[src/sv/modexp_fermat_prime_macros.svh]
// Assertion macros shared by the modular exponentiation RTL.
`ifndef MODEXP_FERMAT_PRIME_MACROS_SVH
`define MODEXP_FERMAT_PRIME_MACROS_SVH

// Same-cycle implication, checked on every rising edge outside reset.
`define MFP_ASSERT_NOW(label, clk, rst_n, ante, cons, msg) \
	label: assert property (@(posedge clk) disable iff (!rst_n) (ante) |-> (cons)) \
		else $error(msg);

// Next-cycle implication, checked on every rising edge outside reset.
`define MFP_ASSERT_NEXT(label, clk, rst_n, ante, cons, msg) \
	label: assert property (@(posedge clk) disable iff (!rst_n) (ante) |=> (cons)) \
		else $error(msg);

`endif

[src/sv/mfp_pkg.sv]
// Types, constants and the modulo-65537 fold used by the exponentiation block.
package mfp_pkg;

	localparam int unsigned RES_W = 17;
	localparam logic [17:0] FERMAT_MOD = 18'd65537;

	typedef enum logic [1:0] {
		ST_IDLE,
		ST_REDUCE,
		ST_RUN,
		ST_FINISH
	} mfp_state_t;

	// Since 2^16 is -1 modulo 65537, hi * 2^16 + lo folds to lo - hi.
	// With hi at most 65536 the difference needs one correction at most.
	function automatic logic [RES_W-1:0] mfp_fold(input logic [15:0] lo,
			input logic [16:0] hi);
		logic [17:0] diff;
		logic [17:0] fixed;
		diff  = {2'b00, lo} - {1'b0, hi};
		fixed = diff[17] ? (diff + FERMAT_MOD) : diff;
		return fixed[RES_W-1:0];
	endfunction

endpackage

[src/sv/modexp_fermat_prime.sv]
// Modular exponentiation modulo 65537 by right-to-left square-and-multiply.
// An item is taken only in the idle state and then passes the reduce, run and finish
// states in order; no new item is taken until the finish state hands its result on.
// The exponent leaves its shift register one bit per cycle; that scan sets the rate.
// A finished result waits in its own register, so the next item can be taken meanwhile.
// arst_n clears the sequencer and the output valid flag at once; data registers hold.
`include "modexp_fermat_prime_macros.svh"

module modexp_fermat_prime
	import mfp_pkg::*;
#(
	parameter int unsigned EXP_BITS = 32
) (
	input  logic        clk,
	input  logic        arst_n,
	input  logic        s_axis_tvalid,
	output logic        s_axis_tready,
	input  logic [63:0] s_axis_tdata,  // [31:0] base_value, [63:32] exponent_value
	output logic        m_axis_tvalid,
	input  logic        m_axis_tready,
	output logic [23:0] m_axis_tdata   // [16:0] power_residue, [23:17] zero
);

	// The bit counter must be able to hold EXP_BITS itself.
	localparam int unsigned CNT_W = $clog2(EXP_BITS + 1);

	mfp_state_t state_q;
	mfp_state_t state_d;

	logic                 in_accept;
	logic                 load_out;
	logic                 out_valid_q;
	logic [RES_W-1:0]     res_q;

	// Working registers of one item.
	logic [31:0]          base_q;
	logic [EXP_BITS-1:0]  exp_q;
	logic [CNT_W-1:0]     cnt_q;
	logic [RES_W-1:0]     acc_q;
	logic [RES_W-1:0]     sq_q;

	logic [63:0]          exp_ext;
	logic [32:0]          prod_acc;
	logic [32:0]          prod_sq;

	// The exponent is widened to the largest scan width and then trimmed, so
	// bits at EXP_BITS and above are dropped and missing bits read as zero.
	assign exp_ext = {32'd0, s_axis_tdata[63:32]};

	// Both operands stay below 65537, so each product fits in 33 bits.
	assign prod_acc = {16'd0, acc_q} * {16'd0, sq_q};
	assign prod_sq  = {16'd0, sq_q} * {16'd0, sq_q};

	// Next-state logic of the sequencer.
	always_comb begin
		state_d = state_q;
		unique case (state_q)
			ST_IDLE: begin
				if (s_axis_tvalid) begin
					state_d = ST_REDUCE;
				end
			end
			ST_REDUCE: begin
				state_d = ST_RUN;
			end
			ST_RUN: begin
				if (cnt_q == CNT_W'(1)) begin
					state_d = ST_FINISH;
				end
			end
			ST_FINISH: begin
				if (!out_valid_q || m_axis_tready) begin
					state_d = ST_IDLE;
				end
			end
		endcase
	end

	// Handshake outputs of the sequencer. The result moves to the output
	// register only once that register is empty or being emptied.
	always_comb begin
		s_axis_tready = 1'b0;
		load_out      = 1'b0;
		unique case (state_q)
			ST_IDLE: begin
				s_axis_tready = 1'b1;
			end
			ST_REDUCE, ST_RUN: begin
			end
			ST_FINISH: begin
				load_out = !out_valid_q || m_axis_tready;
			end
		endcase
	end

	assign in_accept = s_axis_tvalid && s_axis_tready;

	always_ff @(posedge clk or negedge arst_n) begin
		if (!arst_n) begin
			state_q     <= ST_IDLE;
			out_valid_q <= 1'b0;
		end else begin
			state_q <= state_d;
			if (load_out) begin
				out_valid_q <= 1'b1;
			end else if (m_axis_tready) begin
				out_valid_q <= 1'b0;
			end
		end
	end

	// Datapath. In the reduce cycle the raw base is folded once, which
	// brings any 32-bit value into 0..65536. Each run cycle then consumes
	// the lowest exponent bit: a set bit multiplies it into the accumulator,
	// and the running square is squared on every bit.
	always_ff @(posedge clk) begin
		unique case (state_q)
			ST_IDLE: begin
				if (in_accept) begin
					base_q <= s_axis_tdata[31:0];
					exp_q  <= exp_ext[EXP_BITS-1:0];
				end
			end
			ST_REDUCE: begin
				sq_q  <= mfp_fold(base_q[15:0], {1'b0, base_q[31:16]});
				acc_q <= RES_W'(1);
				cnt_q <= CNT_W'(EXP_BITS);
			end
			ST_RUN: begin
				if (exp_q[0]) begin
					acc_q <= mfp_fold(prod_acc[15:0], prod_acc[32:16]);
				end
				sq_q  <= mfp_fold(prod_sq[15:0], prod_sq[32:16]);
				exp_q <= exp_q >> 1;
				cnt_q <= cnt_q - CNT_W'(1);
			end
			ST_FINISH: begin
				if (load_out) begin
					res_q <= acc_q;
				end
			end
		endcase
	end

	assign m_axis_tvalid = out_valid_q;
	assign m_axis_tdata  = {7'd0, res_q};

	`MFP_ASSERT_NEXT(a_accept_starts_reduce, clk, arst_n, in_accept, state_q == ST_REDUCE, "accepted item did not start the base reduction")
	`MFP_ASSERT_NOW(a_run_operands_reduced, clk, arst_n, state_q == ST_RUN, (acc_q <= RES_W'(65536)) && (sq_q <= RES_W'(65536)), "operand left the residue range during the scan")
	`MFP_ASSERT_NOW(a_result_from_finish, clk, arst_n, $rose(out_valid_q), $past(state_q) == ST_FINISH, "result appeared without a finished scan")
	`MFP_ASSERT_NEXT(a_last_bit_finishes, clk, arst_n, (state_q == ST_RUN) && (cnt_q == CNT_W'(1)), state_q == ST_FINISH, "scan did not end after the last exponent bit")
	`MFP_ASSERT_NOW(a_result_in_range, clk, arst_n, out_valid_q, res_q <= RES_W'(65536), "result item is not a residue modulo 65537")

endmodule

[config.mk]
export PLATFORM = sky130hd
export DESIGN_NAME = modexp_fermat_prime
export DESIGN_NICKNAME = d
export VERILOG_FILES = /design/src/sv/mfp_pkg.sv /design/src/sv/modexp_fermat_prime.sv
export VERILOG_INCLUDE_DIRS = /design/src /design/src/sv
export SDC_FILE = /design/constraint.sdc
export NUM_CORES = 2
export LEC_CHECK = 0
export BUFFER_PORTS_ARGS = -buffer_cell sky130_fd_sc_hd__buf_2
export CAP_MARGIN = 30
export CELL_PAD_IN_SITES_DETAIL_PLACEMENT = 1
export CELL_PAD_IN_SITES_GLOBAL_PLACEMENT = 2
export CORE_AREA = 5 5 296 298
export CTS_CLUSTER_SIZE = 12
export DETAILED_ROUTE_END_ITERATION = 8
export DIE_AREA = 0 0 301 303
export GPL_TIMING_DRIVEN = 0
export PLACE_DENSITY = 0.74
export SLEW_MARGIN = 0
export SYNTH_ARGS = -nofsm -noshare
export SYNTH_HDL_FRONTEND = slang
export SYNTH_SLANG_ARGS = --single-unit
[constraint.sdc]
create_clock -name clk -period 7.7 [get_ports clk]
set_input_delay 0.77 -clock clk [delete_from_list [all_inputs] [get_ports clk]]
set_output_delay 0.77 -clock clk [all_outputs]
set_load 0.005 [all_outputs]
======== Word-level counts from Yosys, hierarchy flattened ========
Index checks and enable logic that the tools add are counted.
word-level totals
  bits in registers ....................... 124
  input bits .............................. 68
  output and inout port bits .............. 26
  logic and storage cells ................. 55
operators by class
  add/sub/neg operators ................... 7
  $mul .................................... 2
  equal/unequal tests ..................... 9
  multiplexer cells ....................... 17
  reduce and logical (&&, ||, !) cells .... 12
operator list
  cell                                                 count
  two-way mux 17 bit                                   4
  one-hot mux 17 bit (2 select lines)                  2
  multiplier 17 x 17 -> 33 bit                         2
  one-hot mux 32 bit (2 select lines)                  1
  adder 17 bit, second input constant                  3
  subtractor 16 x 17 -> 18 bit                         2
  two-way mux 32 bit                                   1
  subtractor 16 x 16 -> 17 bit                         1
  one-hot mux 6 bit (2 select lines)                   1
  != test 2 bit, second input constant                 5
  one-hot mux 2 bit (4 select lines)                   1
  AND reduction 2 bit                                  4
  equality test 6 x 1 -> 1 bit, second input constant  1
  two-way mux 2 bit                                    3
  nonzero test 2 bit                                   3
  subtractor 6 x 1 -> 6 bit, second input constant     1
  equality test 2 bit, second input constant           2
  two-way mux 1 bit                                    4
  AND reduction 3 bit                                  1
  equality test 2 x 1 -> 1 bit, second input constant  1
  logical NOT 2 bit                                    1
  logical AND 1 bit                                    1
  logical NOT 1 bit                                    1
  logical OR 1 bit                                     1

======== Depth between registers and ports, before layout ========
  depth in word-level cells ............... 6
  depth in mapped cells ................... 40
  mapped depth without buffers ............ 40

======== Worst setup path after synthesis ========
OpenSTA, ideal clock, no wires.
  path kind ............................... register to register
  start ................................... reg sq_q[3]
  end ..................................... reg acc_q[15] (data pin)
  setup time .............................. 0.255 ns
  arrival ................................. 8.160 ns
  data required time ...................... 7.445 ns
  slack ................................... -0.714 ns
  stages on the path, launching flop included .. 36
  path buffers ............................ 2
  clock period less this slack ............ 8.414 ns
  path through ............................ edfxtp_1 > clkbuf_1 > clkbuf_1 > nand2_1 > fa_1 > fa_1 > inv_1 > fa_1 > fa_1 > fa_1 > inv_1 > fa_1 > inv_1 > ha_1 > a21o_1 > a21oi_1 > o21bai_1 > o21a_1 > a21o_1 > a21oi_1 > o21bai_1 > a21oi_1 > xor2_1 > ha_1 > o21ai_0 > o21ai_0 > o21ai_0 > o21ai_0 > a22oi_1 > a211o_1 > nor2_1 > o21a_1 > or4_1 > nor2_1 > xor2_1 > and2_1
on the way
  word-level cells in the longest chain between the ends .. 6
RTL lines
  element                                line                        source
  from (decl)                            modexp_fermat_prime.sv:40   logic [RES_W-1:0] sq_q;
  from (signal assigned)                 modexp_fermat_prime.sv:125  sq_q <= mfp_fold(base_q[15:0], {1'b0, base_q[31:16]});
  from (signal assigned)                 modexp_fermat_prime.sv:133  sq_q <= mfp_fold(prod_sq[15:0], prod_sq[32:16]);
  multiplier 17 x 17 -> 33 bit *         modexp_fermat_prime.sv:51   assign prod_acc = {16'd0, acc_q} * {16'd0, sq_q};
  subtractor 16 x 17 -> 18 bit *         mfp_pkg.sv:20               diff = {2'b00, lo} - {1'b0, hi};
  adder 17 bit                           mfp_pkg.sv:21               fixed = diff[17] ? (diff + FERMAT_MOD) : diff;
  two-way mux 17 bit *                   mfp_pkg.sv:21
  two-way mux 17 bit *                   modexp_fermat_prime.sv:130  if (exp_q[0]) begin
  one-hot mux 17 bit (2 select lines) *  modexp_fermat_prime.sv:117  unique case (state_q)
  to (signal assigned)                   modexp_fermat_prime.sv:131  acc_q <= mfp_fold(prod_acc[15:0], prod_acc[32:16]);
  to (decl)                              modexp_fermat_prime.sv:39   logic [RES_W-1:0] acc_q;
Every way passes the cells marked *; elsewhere a longest branch is shown, timed or not. The select of a mux whose other input is x is not followed.
A chain may end at the register's enable or synchronous reset.

======== Worst setup path in the final report ========
  start ................................... reg acc_q[6]
  end ..................................... reg acc_q[15] (data pin)
on the way
  word-level cells in the longest chain between the ends .. 6
RTL lines
  element                                line
  multiplier 17 x 17 -> 33 bit *         modexp_fermat_prime.sv:51
  subtractor 16 x 17 -> 18 bit *         mfp_pkg.sv:20
  adder 17 bit                           mfp_pkg.sv:21
  two-way mux 17 bit *                   mfp_pkg.sv:21
  two-way mux 17 bit *                   modexp_fermat_prime.sv:130
  one-hot mux 17 bit (2 select lines) *  modexp_fermat_prime.sv:117
Marked as above.

==> flow_summary.yaml <==
critical_path:
  cpMostUsedCell: "fa_1"
  crit_path_end_kind: "flip-flop"
  crit_type: "flip-flop to flip-flop"
  max_stage_delay_ns: 0.56
  cp_slowest_cell: "or4_4"
  crit_required_ns: 7.93
  cp.arrival_ns: 8.97
  cp-start-kind: "flip-flop"
  worstPathMaxFanout: 10
  path_delay_family: "adder cells"
  path_buf_inv: 5
yosys:
  yosysWarnings: 0
  yosys-top-cells-area: "fa_1 33%, edfxtp_1 14%, ha_1 13%, inv_1 8.8%, and2_1 4.7%"
  ys_ff_latch: 124
  synth_flop_cell: "edfxtp_1"
  yosys-top-cells-count: "593 x inv_1, 415 x fa_1, 292 x nand2_1, 271 x ha_1, 188 x and2_1"
  netlist_area_sq_mm: 0.0252
  synth.avg_cell_area_sq_um: 9.39
  yosysMostFrequentCell: "inv_1"
  synth-edff-count: 121
  synthCells: 2680
  synth_top_cell_area_share_pct: 33.0
  async_flop_share_pct: 2.42
  synth_cell_types: 72
  yosysSeqAreaShare_pct: 14.7
  yosysTopAreaCell: "fa_1"
floorplanning:
  core_sq_mm: 0.0846
  num_io_pins: 94
  die_w_microns: 301
  dieArea_sq_mm: 0.0912
  fp.dieH_microns: 303
  initial_utilization_pct: 29.7
  num_rows: 107
status:
  violations: "setup timing"
  status: "finished, violations left"
layout:
  insertedDiodeCount: 0
  fillers: 9813
  ff_latch_area_sq_mm: 0.00371
  finalNetCount: 3716
  drive_gt1_share_pct: 22.1
  multi_input_area_sq_mm: 0.0202
  final_cells: 4119
  area_growth_pct: 23.3
global_routing:
  grt_use_total_pct: 18.0
  grt_first_pass_wirelength_mm: 123
  antenna_found_initial: 3
  overflow: 0
  grt_max_degree: 33
  grt_pass1_vias: 21100
placed_design:
  dp_slack_ns: -2.34
  place_congestion: 0.823
  dp_hpwl_mm: 61.6
  port-buffer-count: 86
  placed_cells: 3919
timing:
  hold_viol_final: 0
  setup_ws_ns: -1.04
  final.min_clock_period_ns: 8.74
  setup-violations-final: 34
  slew_violations: 0
  worst_pin_slew_ns: 1.02
  grt_setup_unrepaired: "true"
  period_share_pct: 114
  slew_headroom_pct: 31.7
  finClkSkew_ns: 0.0200
  max_freq_mhz: 114
routing:
  drtIter0Drc: 829
  routed_via_density: 4.65
  dr.pass1.iters: 5
  wl_mm: 80.7
  drc: 0
  wire_per_inst_microns: 19.6
  drtAntennaViolNets: 0
  vias: 19200
clocking:
  clk_pin_slew_ns: 0.06
  cts_sinks: 124
  cts-root-buf: "clkbuf_16"
  cts_tree: "done"
  htree_levels: 4
  cts_made_buffers: 17
  clk_latency_ns: 0.49
  cts_hold_buffers: 0
  clock_path_buffers: 2
worst_hold_path:
  hp-class: "input pin to async pin"
flow_run:
  cap_violations: 0
-- area by class of cell --
| type | instances | area share [%] |
|---|---|---|
| multi-input combinational | 1876 | 65.0 |
| sequential | 124 | 11.9 |
| inverter | 594 | 7.21 |
| timing repair buffer | 264 | 6.75 |
| tap | 1144 | 4.61 |
| buffer | 85 | 2.62 |
| clock buffer | 17 | 1.37 |
| clock inverter | 15 | 0.536 |
-- final timing paths --
check / from / endpoint / slack (ns) / depth (start not counted)
max in group asynchronous: arst_n / state_q[0] / 7.52 / 1
min in group clk: s_axis_tdata[24] / base_q[24] / 0.45 / 1
worst max register to register: acc_q[6] / acc_q[15] / -1.04 / 35
worst min register to register: exp_q[1] / exp_q[0] / 0.54 / 1
worst max-delay path: acc_q[6] / acc_q[15] / -1.04 / 35
worst min-delay path: arst_n / m_axis_tvalid / 0.07 / 1
-- routing by layer --
layer / wire, microns / part of all wire [%] / global-route usage (%) / vias up
met5: 0 / 0 / 0 / -
met1: 36200 / 45 / 23.8 / 9859
met2: 38600 / 48 / 30.6 / 361
met4: 2230 / 2.8 / 5.13 / 0
li1: - / - / - / 8853
met3: 3690 / 4.6 / 3.04 / 82
-- cell families after synthesis --
| logic type | Yosys count | synth area share, % |
|---|---|---|
| mux | 41 | 1.82 |
| compound gates | 273 | 7.11 |
| simple gates | 709 | 13.9 |
| buf+inv | 686 | 10.3 |
| fa+ha+maj | 686 | 46.5 |
| other cells | 1 | 0.0149 |
| flops | 124 | 14.7 |
| xor+xnor | 160 | 5.57 |
-- stage by stage --
stage | util [%] | TNS (ns) | hold WS [ns] | instance area (sq um)
floorplan | - | -1.77 | 0.424 | 25800
global placement | 32.6 | -59.55 | 0.526 | 27600
detailed placement | 32.7 | -59.47 | 0.534 | 27700
CTS | 35.9 | -26.00 | 0.0389 | 30400
global route | 36.7 | -37.64 | 0.0488 | 31000
finish | 36.7 | -27.39 | 0.0730 | 31000
-- registers in the layout, summed over array words and instances (netlist names) --
signal	flops
cnt_q	6
acc_q	17
m_axis_tvalid	1
base_q	32
sq_q	17
res_q	17
exp_q	32
state_q	2
-- what timing repair did --
action,4_1_cts,5_1_grt
setup endpoints to repair,34,34
setup buffers,135,37
resized for setup,248,128
pin swaps,133,83
cloned,5,1
-- layout by cell type (no fill, tap or decap), types with 10 or more instances in the layout --
master	instances
o21ai_1	14
o21ai_0	33
nand2_1	271
ha_1	236
a21oi_2	26
a21oi_1	55
nand3_1	24
clkbuf_2	10
ha_2	10
nand2_2	15
edfxtp_1	121
nor2_1	66
ha_4	25
inv_1	569
xnor2_1	89
fa_2	21
xnor2_2	20
clkbuf_8	13
xor2_1	47
buf_4	144
buf_6	31
clkbuf_16	27
clkbuf_4	17
inv_2	22
buf_2	92
nor2b_1	18
a21o_1	46
nor3_1	18
and2_4	12
fa_1	394
mux2_2	34
o21bai_1	15
and2_1	177
nand2b_1	17
clkbuf_1	13
Power is left out: the tool's default activity adds up to more than one toggle a clock period on the data nets, which glitch-free logic cannot reach.
